**config.mk**
```make
export PLATFORM = sky130hd
export DESIGN_NAME = seven_segment_scan_serializer
export DESIGN_NICKNAME = d
export VERILOG_FILES = /design/src/sv/ssd_pkg.sv /design/src/sv/ssd_digit_split.sv /design/src/sv/ssd_shifter.sv /design/src/sv/seven_segment_scan_serializer.sv
export SDC_FILE = /design/constraint.sdc
export NUM_CORES = 1
export LEC_CHECK = 0
export BUFFER_PORTS_ARGS = -buffer_cell sky130_fd_sc_hd__clkbuf_2
export CAP_MARGIN = 10
export CELL_PAD_IN_SITES_DETAIL_PLACEMENT = 1
export CELL_PAD_IN_SITES_GLOBAL_PLACEMENT = 1
export CORE_MARGIN = 5
export CORE_UTILIZATION = 23
export DETAILED_ROUTE_END_ITERATION = 16
export PLACE_DENSITY_LB_ADDON = 0.1
export SLEW_MARGIN = 5
export SYNTH_ARGS = -nofsm -noshare
export SYNTH_HDL_FRONTEND = slang
export SYNTH_SLANG_ARGS = --single-unit
```
**constraint.sdc**
```tcl
create_clock -name clk -period 11.38 [get_ports clk]
set_clock_uncertainty 0.1 [all_clocks]
set_input_delay 1.707 -clock clk [delete_from_list [all_inputs] [get_ports clk]]
set_output_delay 1.707 -clock clk [all_outputs]
set_load 0.01 [all_outputs]
```
**src/sv/ssd_pkg.sv**
```systemverilog
package ssd_pkg;

	localparam int NUM_SLOTS  = 4;
	localparam int SLOT_W     = 2;
	localparam int DIGIT_W    = 4;
	localparam int COUNT_W    = 8;
	localparam int FRAME_W    = 16;
	localparam int BIT_CNT_W  = 4;
	localparam int APB_ADDR_W = 2;
	localparam int APB_DATA_W = 32;

	localparam logic [APB_ADDR_W-1:0] REG_DIGIT_ENABLE_ADDR = 2'd0;
	localparam logic [NUM_SLOTS-1:0]  DIGIT_ENABLE_RESET    = 4'hF;
	localparam logic [BIT_CNT_W-1:0]  LAST_BIT              = 4'd15;

	// reciprocal of ten as 205 / 2048, exact for counts up to 255
	localparam logic [COUNT_W-1:0] RECIP_TEN   = 8'd205;
	localparam int                 RECIP_SHIFT = 11;

	typedef enum logic [1:0] {
		OP_LOAD  = 2'd0,
		OP_SCAN  = 2'd1,
		OP_BLANK = 2'd2,
		OP_NOP   = 2'd3
	} op_t;

	typedef struct packed {
		logic               load;
		logic [FRAME_W-1:0] word;
	} frame_req_t;

	typedef struct packed {
		logic free;
	} shift_status_t;

	// active-low segment patterns, out-of-range digits light every segment
	function automatic logic [7:0] seg_code(input logic [DIGIT_W-1:0] d);
		logic [7:0] code;
		unique case (d)
			4'd0: code = 8'hC0;
			4'd1: code = 8'hF9;
			4'd2: code = 8'hA4;
			4'd3: code = 8'hB0;
			4'd4: code = 8'h99;
			4'd5: code = 8'h92;
			4'd6: code = 8'h82;
			4'd7: code = 8'hF8;
			4'd8: code = 8'h80;
			4'd9: code = 8'h90;
			default: code = 8'h00;
		endcase
		return code;
	endfunction

	// digit select byte, one-hot in reversed slot order
	function automatic logic [7:0] slot_select(input logic [SLOT_W-1:0] s);
		logic [7:0] sel;
		unique case (s)
			2'd0: sel = 8'h08;
			2'd1: sel = 8'h04;
			2'd2: sel = 8'h02;
			default: sel = 8'h01;
		endcase
		return sel;
	endfunction

endpackage

```
**src/sv/ssd_digit_split.sv**
```systemverilog
module ssd_digit_split (
	input  logic [ssd_pkg::COUNT_W-1:0] count,
	output logic [ssd_pkg::DIGIT_W-1:0] tens,
	output logic [ssd_pkg::DIGIT_W-1:0] ones
);
	import ssd_pkg::*;

	localparam int PROD_W = 2 * COUNT_W;
	localparam int QUOT_W = PROD_W - RECIP_SHIFT;

	logic [PROD_W-1:0]  prod;
	logic [QUOT_W-1:0]  quot;
	logic [COUNT_W-1:0] quot_x10;
	logic [COUNT_W-1:0] rem;

	// count / 10 by reciprocal multiply
	assign prod     = PROD_W'(count) * PROD_W'(RECIP_TEN);
	assign quot     = prod[PROD_W-1:RECIP_SHIFT];
	assign quot_x10 = (COUNT_W'(quot) << 3) + (COUNT_W'(quot) << 1);
	assign rem      = count - quot_x10;
	assign ones     = rem[DIGIT_W-1:0];

	// quotient stays below 30, so two compare-subtract steps finish the mod
	always_comb begin
		if (quot >= QUOT_W'(20)) begin
			tens = DIGIT_W'(quot - QUOT_W'(20));
		end else if (quot >= QUOT_W'(10)) begin
			tens = DIGIT_W'(quot - QUOT_W'(10));
		end else begin
			tens = DIGIT_W'(quot);
		end
	end

endmodule

```
**src/sv/ssd_shifter.sv**
```systemverilog
module ssd_shifter (
	input  logic                  clk,
	input  logic                  arst_n,
	input  ssd_pkg::frame_req_t   req,
	input  logic                  out_ready,
	output logic                  out_valid,
	output logic                  serial_bit,
	output logic                  latch_after,
	output ssd_pkg::shift_status_t status
);
	import ssd_pkg::*;

	logic [FRAME_W-1:0]   word_q;
	logic [BIT_CNT_W-1:0] cnt_q;
	logic                 busy_q;
	logic                 last_bit;

	assign last_bit    = (cnt_q == LAST_BIT);
	assign out_valid   = busy_q;
	assign serial_bit  = ~word_q[FRAME_W-1];
	assign latch_after = last_bit;
	assign status.free = !busy_q || (out_ready && last_bit);

	always_ff @(posedge clk or negedge arst_n) begin
		if (!arst_n) begin
			busy_q <= 1'b0;
			cnt_q  <= '0;
		end else if (req.load) begin
			busy_q <= 1'b1;
			cnt_q  <= '0;
		end else if (busy_q && out_ready) begin
			if (last_bit) begin
				busy_q <= 1'b0;
			end
			cnt_q <= cnt_q + BIT_CNT_W'(1);
		end
	end

	always_ff @(posedge clk) begin
		if (req.load) begin
			word_q <= req.word;
		end else if (busy_q && out_ready) begin
			word_q <= {word_q[FRAME_W-2:0], 1'b0};
		end
	end

endmodule

```
**src/sv/seven_segment_scan_serializer.sv**
```systemverilog
// Four-digit multiplexed seven-segment driver for two chained 8-bit serial
// shift registers. A load transfer splits count_first into slots 0 (tens) and
// 1 (ones) and count_second into slots 2 and 3; it produces no output. A
// scan transfer shows the digit of the current slot (when its digit_enable
// bit is set and the digit is nonzero, or it is a ones digit with a nonzero
// tens digit) and then steps the slot. A blank transfer sends an all-off
// frame. Each frame is 16 output transfers, MSB first and inverted: segment
// byte, then digit select byte; latch_after marks the sixteenth, after which
// the latch should be pulsed. The bit shifter sets the rate: a shown frame
// holds the shifter until its last bit is taken, and the next frame starts
// in the cycle after the latch bit, so frames stream with no gap. Loads and
// hidden scans retire without waiting while a frame is shifting.
// digit_enable sits at APB address 0 and resets to all slots enabled.
module seven_segment_scan_serializer (
	input  logic                            clk,
	input  logic                            arst_n,
	// apb configuration port
	input  logic                            psel,
	input  logic                            penable,
	input  logic                            pwrite,
	input  logic [ssd_pkg::APB_ADDR_W-1:0]  paddr,
	input  logic [ssd_pkg::APB_DATA_W-1:0]  pwdata,
	output logic [ssd_pkg::APB_DATA_W-1:0]  prdata,
	output logic                            pready,
	// command channel
	input  logic                            in_valid,
	output logic                            in_ready,
	input  logic [1:0]                      operation,
	input  logic [ssd_pkg::COUNT_W-1:0]     count_first,
	input  logic [ssd_pkg::COUNT_W-1:0]     count_second,
	// serial bit channel
	output logic                            out_valid,
	input  logic                            out_ready,
	output logic                            serial_bit,
	output logic                            latch_after
);
	import ssd_pkg::*;

	// configuration
	logic [NUM_SLOTS-1:0] digit_enable_q;
	logic                 cfg_write;

	// input register
	logic                 in_valid_s1;
	op_t                  op_s1;
	logic [COUNT_W-1:0]   count_first_s1;
	logic [COUNT_W-1:0]   count_second_s1;

	// digit state
	logic [DIGIT_W-1:0]   digit_q [NUM_SLOTS];
	logic [SLOT_W-1:0]    scan_slot_q;

	// stage logic
	logic [DIGIT_W-1:0]   first_tens, first_ones, second_tens, second_ones;
	logic [DIGIT_W-1:0]   cur_digit;
	logic                 slot_allowed;
	logic                 slot_visible;
	logic                 needs_frame;
	logic                 s1_fire;
	frame_req_t           frame_req;
	shift_status_t        shift_status;

	// apb: zero wait states, one register
	assign pready    = 1'b1;
	assign cfg_write = psel && penable && pwrite && pready
		&& (paddr == REG_DIGIT_ENABLE_ADDR);
	assign prdata    = (paddr == REG_DIGIT_ENABLE_ADDR)
		? APB_DATA_W'(digit_enable_q) : '0;

	always_ff @(posedge clk or negedge arst_n) begin
		if (!arst_n) begin
			digit_enable_q <= DIGIT_ENABLE_RESET;
		end else if (cfg_write) begin
			digit_enable_q <= pwdata[NUM_SLOTS-1:0];
		end
	end

	// the input register frees up whenever its item retires
	assign in_ready = !in_valid_s1 || s1_fire;

	always_ff @(posedge clk or negedge arst_n) begin
		if (!arst_n) begin
			in_valid_s1 <= 1'b0;
		end else if (in_ready) begin
			in_valid_s1 <= in_valid;
		end
	end

	always_ff @(posedge clk) begin
		if (in_valid && in_ready) begin
			op_s1           <= op_t'(operation);
			count_first_s1  <= count_first;
			count_second_s1 <= count_second;
		end
	end

	// tens and ones of both counts
	ssd_digit_split u_split_first (
		.count (count_first_s1),
		.tens  (first_tens),
		.ones  (first_ones)
	);

	ssd_digit_split u_split_second (
		.count (count_second_s1),
		.tens  (second_tens),
		.ones  (second_ones)
	);

	// visibility: nonzero digit, or a ones digit behind a nonzero tens digit
	assign cur_digit    = digit_q[scan_slot_q];
	assign slot_allowed = digit_enable_q[scan_slot_q];
	assign slot_visible = (cur_digit != '0)
		|| ((scan_slot_q == SLOT_W'(1)) && (digit_q[0] != '0))
		|| ((scan_slot_q == SLOT_W'(3)) && (digit_q[2] != '0));

	always_comb begin
		needs_frame = 1'b0;
		case (op_s1)
			OP_SCAN:  needs_frame = slot_allowed && slot_visible;
			OP_BLANK: needs_frame = 1'b1;
			default:  needs_frame = 1'b0;
		endcase
	end

	// a frame-producing item waits for the shifter, everything else retires now
	assign s1_fire = in_valid_s1 && (!needs_frame || shift_status.free);

	assign frame_req.load = s1_fire && needs_frame;
	assign frame_req.word = (op_s1 == OP_BLANK) ? '0
		: {seg_code(cur_digit), slot_select(scan_slot_q)};

	always_ff @(posedge clk or negedge arst_n) begin
		if (!arst_n) begin
			scan_slot_q <= '0;
			digit_q[0]  <= 4'd1;
			digit_q[1]  <= 4'd2;
			digit_q[2]  <= 4'd3;
			digit_q[3]  <= 4'd4;
		end else if (s1_fire) begin
			case (op_s1)
				OP_LOAD: begin
					digit_q[0] <= first_tens;
					digit_q[1] <= first_ones;
					digit_q[2] <= second_tens;
					digit_q[3] <= second_ones;
				end
				OP_SCAN: begin
					scan_slot_q <= scan_slot_q + SLOT_W'(1);
				end
				default: begin
				end
			endcase
		end
	end

	ssd_shifter u_shifter (
		.clk         (clk),
		.arst_n      (arst_n),
		.req         (frame_req),
		.out_ready   (out_ready),
		.out_valid   (out_valid),
		.serial_bit  (serial_bit),
		.latch_after (latch_after),
		.status      (shift_status)
	);

	// slot only moves on a retiring scan
	assert property (@(posedge clk) disable iff (!arst_n)
		!(s1_fire && (op_s1 == OP_SCAN)) |=> $stable(scan_slot_q))
		else $error("scan slot moved without a scan");

	// a new frame never cuts into one still shifting
	assert property (@(posedge clk) disable iff (!arst_n)
		frame_req.load |-> (!out_valid || (out_ready && latch_after)))
		else $error("frame loaded over a busy shifter");

	// stored digits are always decimal
	assert property (@(posedge clk) disable iff (!arst_n)
		(digit_q[0] <= 4'd9) && (digit_q[1] <= 4'd9)
		&& (digit_q[2] <= 4'd9) && (digit_q[3] <= 4'd9))
		else $error("digit out of decimal range");

	// a held item with no frame to send retires at once
	assert property (@(posedge clk) disable iff (!arst_n)
		(in_valid_s1 && !needs_frame) |-> in_ready)
		else $error("frameless item stalled");

endmodule

```
==> results of run 1 <==
-- area by class of cell --
cell class	count	area [um2]	area share, %
clock inverters	3	21.3	0.329
inverters	59	221	3.43
well taps	330	413	6.39
repair buffers	38	190	2.94
flip-flops and latches	62	1730	26.8
multi-input cells	412	3630	56.2
clock buffers	13	250	3.87
-- worst max-delay path, stage by stage, from the launching register on --
cell,delay (ps)
edfxtp_1,480
ha_1,380
fa_1,530
fa_1,580
inv_1,70
fa_1,530
inv_1,40
ha_1,280
o211ai_1,300
a21boi_1,150
o21a_1,220
nor3_1,520
nor2_1,260
ha_1,370
a21oi_1,170
xnor2_1,160
xnor2_1,160
o21ai_2,60
-- metrics by stage --
step	hold slack (ps)	std cells	setup WS (ps)	util (%)	area (um2)
after floorplan	342	574	6550	-	5890
after global placement	369	901	5880	24.8	6190
after detailed placement	367	901	5850	24.8	6190
after CTS	375	917	5840	25.9	6460
after global routing	391	917	5550	25.9	6460
final	372	917	5870	25.9	6460
-- registers in the layout, summed over array words and instances (netlist names) --
| register | count |
|---|---|
| count_first_s1 | 8 |
| count_second_s1 | 8 |
| digit_enable_q | 4 |
| digit_q | 16 |
| in_valid_s1 | 1 |
| op_s1 | 2 |
| scan_slot_q | 2 |
| u_shifter.cnt_q | 4 |
| u_shifter.out_valid | 1 |
| u_shifter.word_q | 16 |
-- logic make-up after synthesis --
family                     after synthesis  synth area share, %
adders and majority gates              131                 30.8
and+or+nand+nor                        111                 9.57
buffers and inverters                  100                 9.16
AOI/OAI and AO/OA                       93                 11.7
DFF                                     62                 29.9
xor gates and xnor gates                34                 5.14
muxes                                   14                 3.61
other                                    2                0.130
-- cells in the final DEF, fill, tap and decap left out, types with 6 or more instances in the layout --
| master | synthesis | layout |
|---|---|---|
| xnor2_1 | 19 | 19 |
| edfxtp_1 | 34 | 34 |
| clkbuf_16 | 0 | 9 |
| inv_1 | 58 | 58 |
| nand3_1 | 9 | 9 |
| o21ai_0 | 12 | 12 |
| o31ai_1 | 9 | 9 |
| conb_1 | 2 | 29 |
| fa_1 | 19 | 19 |
| o21ai_1 | 6 | 6 |
| clkbuf_2 | 0 | 38 |
| ha_1 | 112 | 112 |
| nand2_1 | 41 | 41 |
| and2_1 | 13 | 13 |
| dfrtp_1 | 19 | 19 |
| a21oi_1 | 15 | 15 |
| dfstp_2 | 9 | 9 |
| nor2_1 | 15 | 15 |
| o21ai_2 | 7 | 7 |
| nand2b_1 | 6 | 6 |
| xor2_1 | 15 | 15 |
-- where the power goes --
| group | internal [uW] | switching (uW) | total (uW) |
|---|---|---|---|
| combinational | 399 | 541 | 940 |
| sequential | 317 | 57.4 | 375 |
| clock | 154 | 103 | 257 |
-- synthesized netlist by cell type (5+ instances only) --
cell type	count	area share (%)
o21ai_0	12	1.0
fa_1	19	6.6
edfxtp_1	34	18
nand2_1	41	2.7
xnor2_1	19	2.9
nor2_1	15	0.97
ha_1	112	24
mux4_2	5	1.9
mux2_2	5	0.97
nand2b_1	6	0.65
o21ai_1	6	0.52
buf_4	31	4.0
o21ai_2	7	1.1
inv_1	58	3.8
dfstp_2	9	4.1
o31ai_1	9	1.2
buf_6	5	0.97
dfrtp_1	19	8.2
nand3_1	9	0.78
xor2_1	15	2.3
and2_1	13	1.4
a21oi_1	15	1.3
-- worst max path at each step --
| stage | slack [ps] | depth (start not counted) | startpoint | end |
|---|---|---|---|---|
| 2_1_floorplan | 6550 | 17 | count_first_s1[1] | digit_q[11] |
| 3_3_place_gp | 5880 | 17 | count_first_s1[1] | digit_q[11] |
| 3_5_place_dp | 5850 | 17 | count_first_s1[1] | digit_q[11] |
| 4_1_cts | 5840 | 17 | count_first_s1[1] | digit_q[11] |
| 5_1_grt | 5550 | 17 | count_first_s1[2] | digit_q[11] |
| 6_report | 5870 | 17 | count_first_s1[1] | digit_q[11] |
-- layer usage --
layer  vias up  GRT usage, %  share of wire (%)
met4         0          1.91               0.85
met3        13          2.41                3.5
met2        49          15.8                 48
li1       1935             -                  -
met5         -             0                  0
met1      1870          12.8                 47
==> summary.txt, run 1 <==
Clocking
  – Post-CTS Resized: 0
  – # Post-CTS Setup Buffers: 0
  – Root Driver: clkbuf_16
  – Clock latency on the worst-skew pair: ~340 ps
  – CTS sink count: 62
  – H-tree Lvls: 3
  – Post-CTS Hold Buffers: 0
  – TritonCTS clock tree: yes
  – Num CTS Buffers: 9
  – Max Root-Sink Buffers: 2
  – Clock-pin slew on the worst setup and hold paths: 50 ps

Detailed routing
  – Total wire length: 12.9 mm
  – Drt pass-1 iters: 4
  – Starting DRT DRC Count: 150
  – Post-DRT Antenna Nets: 0
  – Remaining DRCs: 0
  – Post-DR wirelength/cell: 14.1 um
  – Via Count: 3,867
  – Vias per inst: between 4 and 5

STA
  – Worst slew margin relative to its limit: about a third
  – Final min period: between 5000 and 6000 ps
  – RSZ-0062 raised after global routing: false
  – Fmax achieved: between 0.15 and 0.2 GHz
  – Final setup viols: 0
  – Final worst-path cycle share: 48.5%
  – TNS Setup: 0 ps
  – Fin. max-slew vios: 0
  – Final Hold Vio Count: 0
  – Worst-margin pin slew: around 1000 ps

Logic synthesis
  – Ys async rst share: a little under half
  – Cell variety after synth: 66
  – Mean post-synth cell area: 10.6 um2
  – Yosys warning total: 0
  – Sequential-to-total area share from yosys stat: approximately 30%
  – Number of enable flip-flop cells after synthesis: 34
  – Cell area after synthesis: roughly 5800 um2
  – Syn Inst Count: approximately 550
  – Post-synthesis register bit count: 62
  – Prevailing post-synth register cell: edfxtp_1

Setup path
  – R2r worst-path depth: 17
  – WP data required: 11,480 ps
  – Worst EP arrival: 5610 ps
  – R2r setup slk: approximately 5900 ps
  – Crit path max fanout: 7
  – Kind of critical path: reg2reg
  – FF-to-FF End: digit_q[11]
  – Element type at the critical path end: register
  – CP Launch Type: register
  – Reg-to-Reg Start: count_first_s1[1]

Die
  – Cell Rows: between 50 and 60
  – Die X-Extent: 169 um
  – Initial Utilization: 23.2%
  – Io pins: between 90 and 100
  – Chip height: 169 um
  – Die footprint: 28,500 um2
  – Total core area: 25,000 um2

Hold path
  – Hold Path Depth: 2
  – Hold_sp: digit_q[2]
  – Worst hold endpoint: digit_q[2]
  – Hold/Removal Path Class: reg2reg

Pwr
  – Total power: around 1600 uW
  – Pleak: 0.00303 uW
  – PwrDens: 243 nW/um2
  – Max IR drop VDD: between 60 and 70 uV

Placed design
  – GPL Wtd Cong: around 0.74
  – PortBufs: 38
  – Post-detail-place hpwl: ~11 mm

Job
  – Max-cap violations: 0

GRT
  – Total GRT Usage: 9.58%
  – Vias in the first global route: approximately 4,200
  – Total grt overflow: 0
  – First-pass GRT wire length: ~22 mm
  – Initial antenna violation count: 0
  – Pin count of the biggest net entering global routing: 33

Final layout
  – Fillers: 2,874
  – Layout cells sized above 1: roughly 16%
  – Layout Nets: 772
  – Area delta synth->final: 11.5%
  – Ant diodes: 0

Status
  – Status: finished clean
Power figures use the tool's default switching activity.
==> run 2: changes to the inputs <==
==> constraint.sdc (replaced) <==
create_clock -name clk -period 5.6 [get_ports clk]
set_clock_uncertainty 0.1 [all_clocks]
set_input_delay 0.84 -clock clk [delete_from_list [all_inputs] [get_ports clk]]
set_output_delay 0.84 -clock clk [all_outputs]
set_load 0.01 [all_outputs]
==> run 2 against run 1 <==
Against the previous run:
- total power up 110%
- critical path type unchanged
- critical path depth unchanged
- largest power group unchanged
- first-iteration DRC count down 15%
- final area up 0.33%
- highest routed layer unchanged
==> summary.txt, run 2 (synthesized netlist as in run 1, its figures left out) <==
GRT
  – First-pass GRT wire length: 22.5 mm (+0.96%)
  – Total grt overflow: 0 (unchanged)
  – Pin count of the biggest net entering global routing: 33 (unchanged)
  – Initial antenna violation count: 0 (unchanged)
  – Vias in the first global route: 4,347 (+2.8%)
  – Total GRT Usage: 9.69% (+0.11 points)

STA
  – Final min period: 5100 ps (-411 ps)
  – Worst-margin pin slew: 1020 ps (+18.7 ps)
  – Worst setup margin: 496 ps (-5370 ps)
  – Final setup viols: 0 (unchanged)
  – Final Hold Vio Count: 0 (unchanged)
  – TNS Setup: 0 ps (unchanged)
  – RSZ-0062 raised after global routing: false
  – Final worst-path cycle share: 91.1% (+43 points)
  – Worst slew margin relative to its limit: 32.3% (-1.2 points)
  – Fin. max-slew vios: 0 (unchanged)
  – Fmax achieved: 0.196 GHz (+8.0%)

Setup path
  – Worst path bufs/invs: 2 (unchanged)
  – Element type at the critical path end: register
  – Slowest cell delay on critical path: 570 ps (about the same)
  – CP cell instances: ha_1 -> fa_1 -> fa_1 -> inv_1 -> fa_1 -> inv_1 -> ha_1 -> o211ai_1 -> a21boi_1 -> o21a_1 -> o21a_1 -> nor2_1 -> ha_1 -> a21oi_1 -> xnor2_1 -> xnor2_1 -> o21ai_2
  – Worst EP arrival: 5200 ps (-410 ps)
  – Slowest cell on crit path: fa_1
  – WP data required: 5700 ps (-5780 ps)
  – CP Launch Type: register
  – Kind of critical path: reg2reg
  – Crit path max fanout: 7 (unchanged)
  – CP delay by family, top: adder cells

Final layout
  – Ant diodes: 0 (unchanged)
  – Most common library cell in the layout ignoring fill and taps: ha_1
  – Area delta synth->final: 11.9%
  – Fillers: 2,881 (+0.24%)
  – Regs by FF count: digit_q x16, u_shifter.word_q x16
  – Non-Filler Instances: 921 (+0.44%)
  – Util after Layout: 26.0% (+0.085 points)
  – Leading cell types in the layout, fill and taps excluded: 112 x ha_1, 58 x inv_1, 41 x nand2_1
  – Final instance area: 6480 um2 (+0.33%)
  – Layout cells sized above 1: 16.1% (+0.57 points)
  – Layout Nets: 776 (+0.52%)

Clocking
  – CTS sink count: 62 (unchanged)
  – H-tree Lvls: 3 (unchanged)
  – TritonCTS clock tree: yes
  – Max Root-Sink Buffers: 2 (unchanged)
  – Clock latency on the worst-skew pair: 340 ps (about the same)
  – # Post-CTS Setup Buffers: 0 (unchanged)
  – Clock-pin slew on the worst setup and hold paths: 60 ps (about the same)
  – Num CTS Buffers: 9 (unchanged)
  – Root Driver: clkbuf_16

Die
  – Die footprint: 28,500 um2 (unchanged)
  – Die X-Extent: 169 um (unchanged)
  – Io pins: 96 (unchanged)
  – Initial Utilization: 23.2% (unchanged)
  – Cell Rows: 58 (unchanged)
  – Chip height: 169 um (unchanged)
  – Total core area: 25,000 um2 (unchanged)

Pwr
  – Logic gate share of total power: 60.7% (+0.9 points)
  – Sw frac: 44.8% (+0.12 points)
  – Pleak: 0.00305 uW (+0.54%)
  – Internal power: 1800 uW (+110%)
  – Reg power frac: 23.4% (-0.4 points)
  – Power share of the clock group: 15.9% (-0.4 points)
  – PwrDens: 502 nW/um2 (+110%)
  – NetSw: 1460 uW (+110%)
  – Max IR drop VDD: 142 uV (+110%)

Detailed routing
  – Total wire length: 13.1 mm (+1.4%)
  – Starting DRT DRC Count: 127 (-15%)
  – Drt pass-1 iters: 4 (unchanged)
  – Post-DRT Antenna Nets: 0 (unchanged)
  – Post-DR wirelength/cell: 14.2 um (+0.93%)
  – Remaining DRCs: 0 (unchanged)
  – Via Count: 3,890 (+0.59%)
  – Vias per inst: 4.22 (+0.16%)
  – Wire length on met3: 413 um (-8.2%)
  – DRT met1 WL: 6.26 mm (+2.2%)
  – Met2 wire len: 6.29 mm (+1.4%)
  – Max Used Layer: met4

Placed design
  – Placed Cells: 905 (+0.44%)
  – Dpl ws: 383 ps (-5470 ps)
  – GPL Wtd Cong: 0.730 (-2.0%)
  – Area of placed instances: 6220 um2 (+0.49%)
  – PortBufs: 38 (unchanged)
  – Post-detail-place hpwl: 10.8 mm (+0.83%)

Hold path
  – Hold/Removal Path Class: reg2reg

Job
  – Max-cap violations: 0 (unchanged)

Status
  – Status: finished clean
[run 2: area by class of cell]
class	count	area, um2	share of cell area, %
multi-input cells	412	3630	56.0
clock inverters	4	26.3	0.405
well taps	330	413	6.37
repair buffers	42	220	3.40
inverters	59	221	3.42
clock buffers	12	236	3.65
flip-flops and latches	62	1730	26.7
[run 2: timing repair]
action                     CTS  global route
hold buffers                 0             0
gates resized for setup      0             1
setup endpoints to repair    0             1
[run 2: per-layer routing]
metal / track usage [%] / up-vias
li1: - / 1941
met1: 12.7 / 1894
met2: 16.4 / 48
met3: 2.24 / 7
met4: 2.12 / 0
met5: 0 / -
[run 2: metrics by stage]
stage          power [uW]  hold slack [ps]
2_1_floorplan        2270              342
3_3_place_gp         2760              369
3_5_place_dp         2800              371
4_1_cts              3350              379
5_1_grt              3630              398
6_report             3250              369
[run 2: power groups by stage]
stage	logic, uW	registers [uW]	clock network, uW
finish	1970	762	517
global route	2290	785	558
CTS	2030	768	545
detailed placement	2020	776	0
global placement	1980	772	0
floorplan	1550	717	0
[run 2: worst register-to-register path, cell delays in order (launching register included)]
cell and delay [ps]:
edfxtp_1 490, ha_1 390, fa_1 530, fa_1 570, inv_1 60, fa_1 530, inv_1 40, ha_1 280
o211ai_1 280, a21boi_1 150, o21a_1 220, o21a_1 250, nor2_1 220, ha_1 300, a21oi_1 160, xnor2_1 160
xnor2_1 170, o21ai_2 60
[run 2: path summary, 6_finish.rpt]
kind | from | slack, ps | cells past startpoint | to
max | count_first_s1[1] | 500 | 17 | digit_q[11]
min | digit_q[2] | 370 | 2 | digit_q[2]
max reg2reg | count_first_s1[1] | 500 | 17 | digit_q[11]
min reg2reg | digit_q[2] | 370 | 2 | digit_q[2]
max in group asynchronous | arst_n | 4420 | 1 | digit_q[7]
min in group asynchronous | arst_n | 480 | 1 | u_shifter.cnt_q[0]
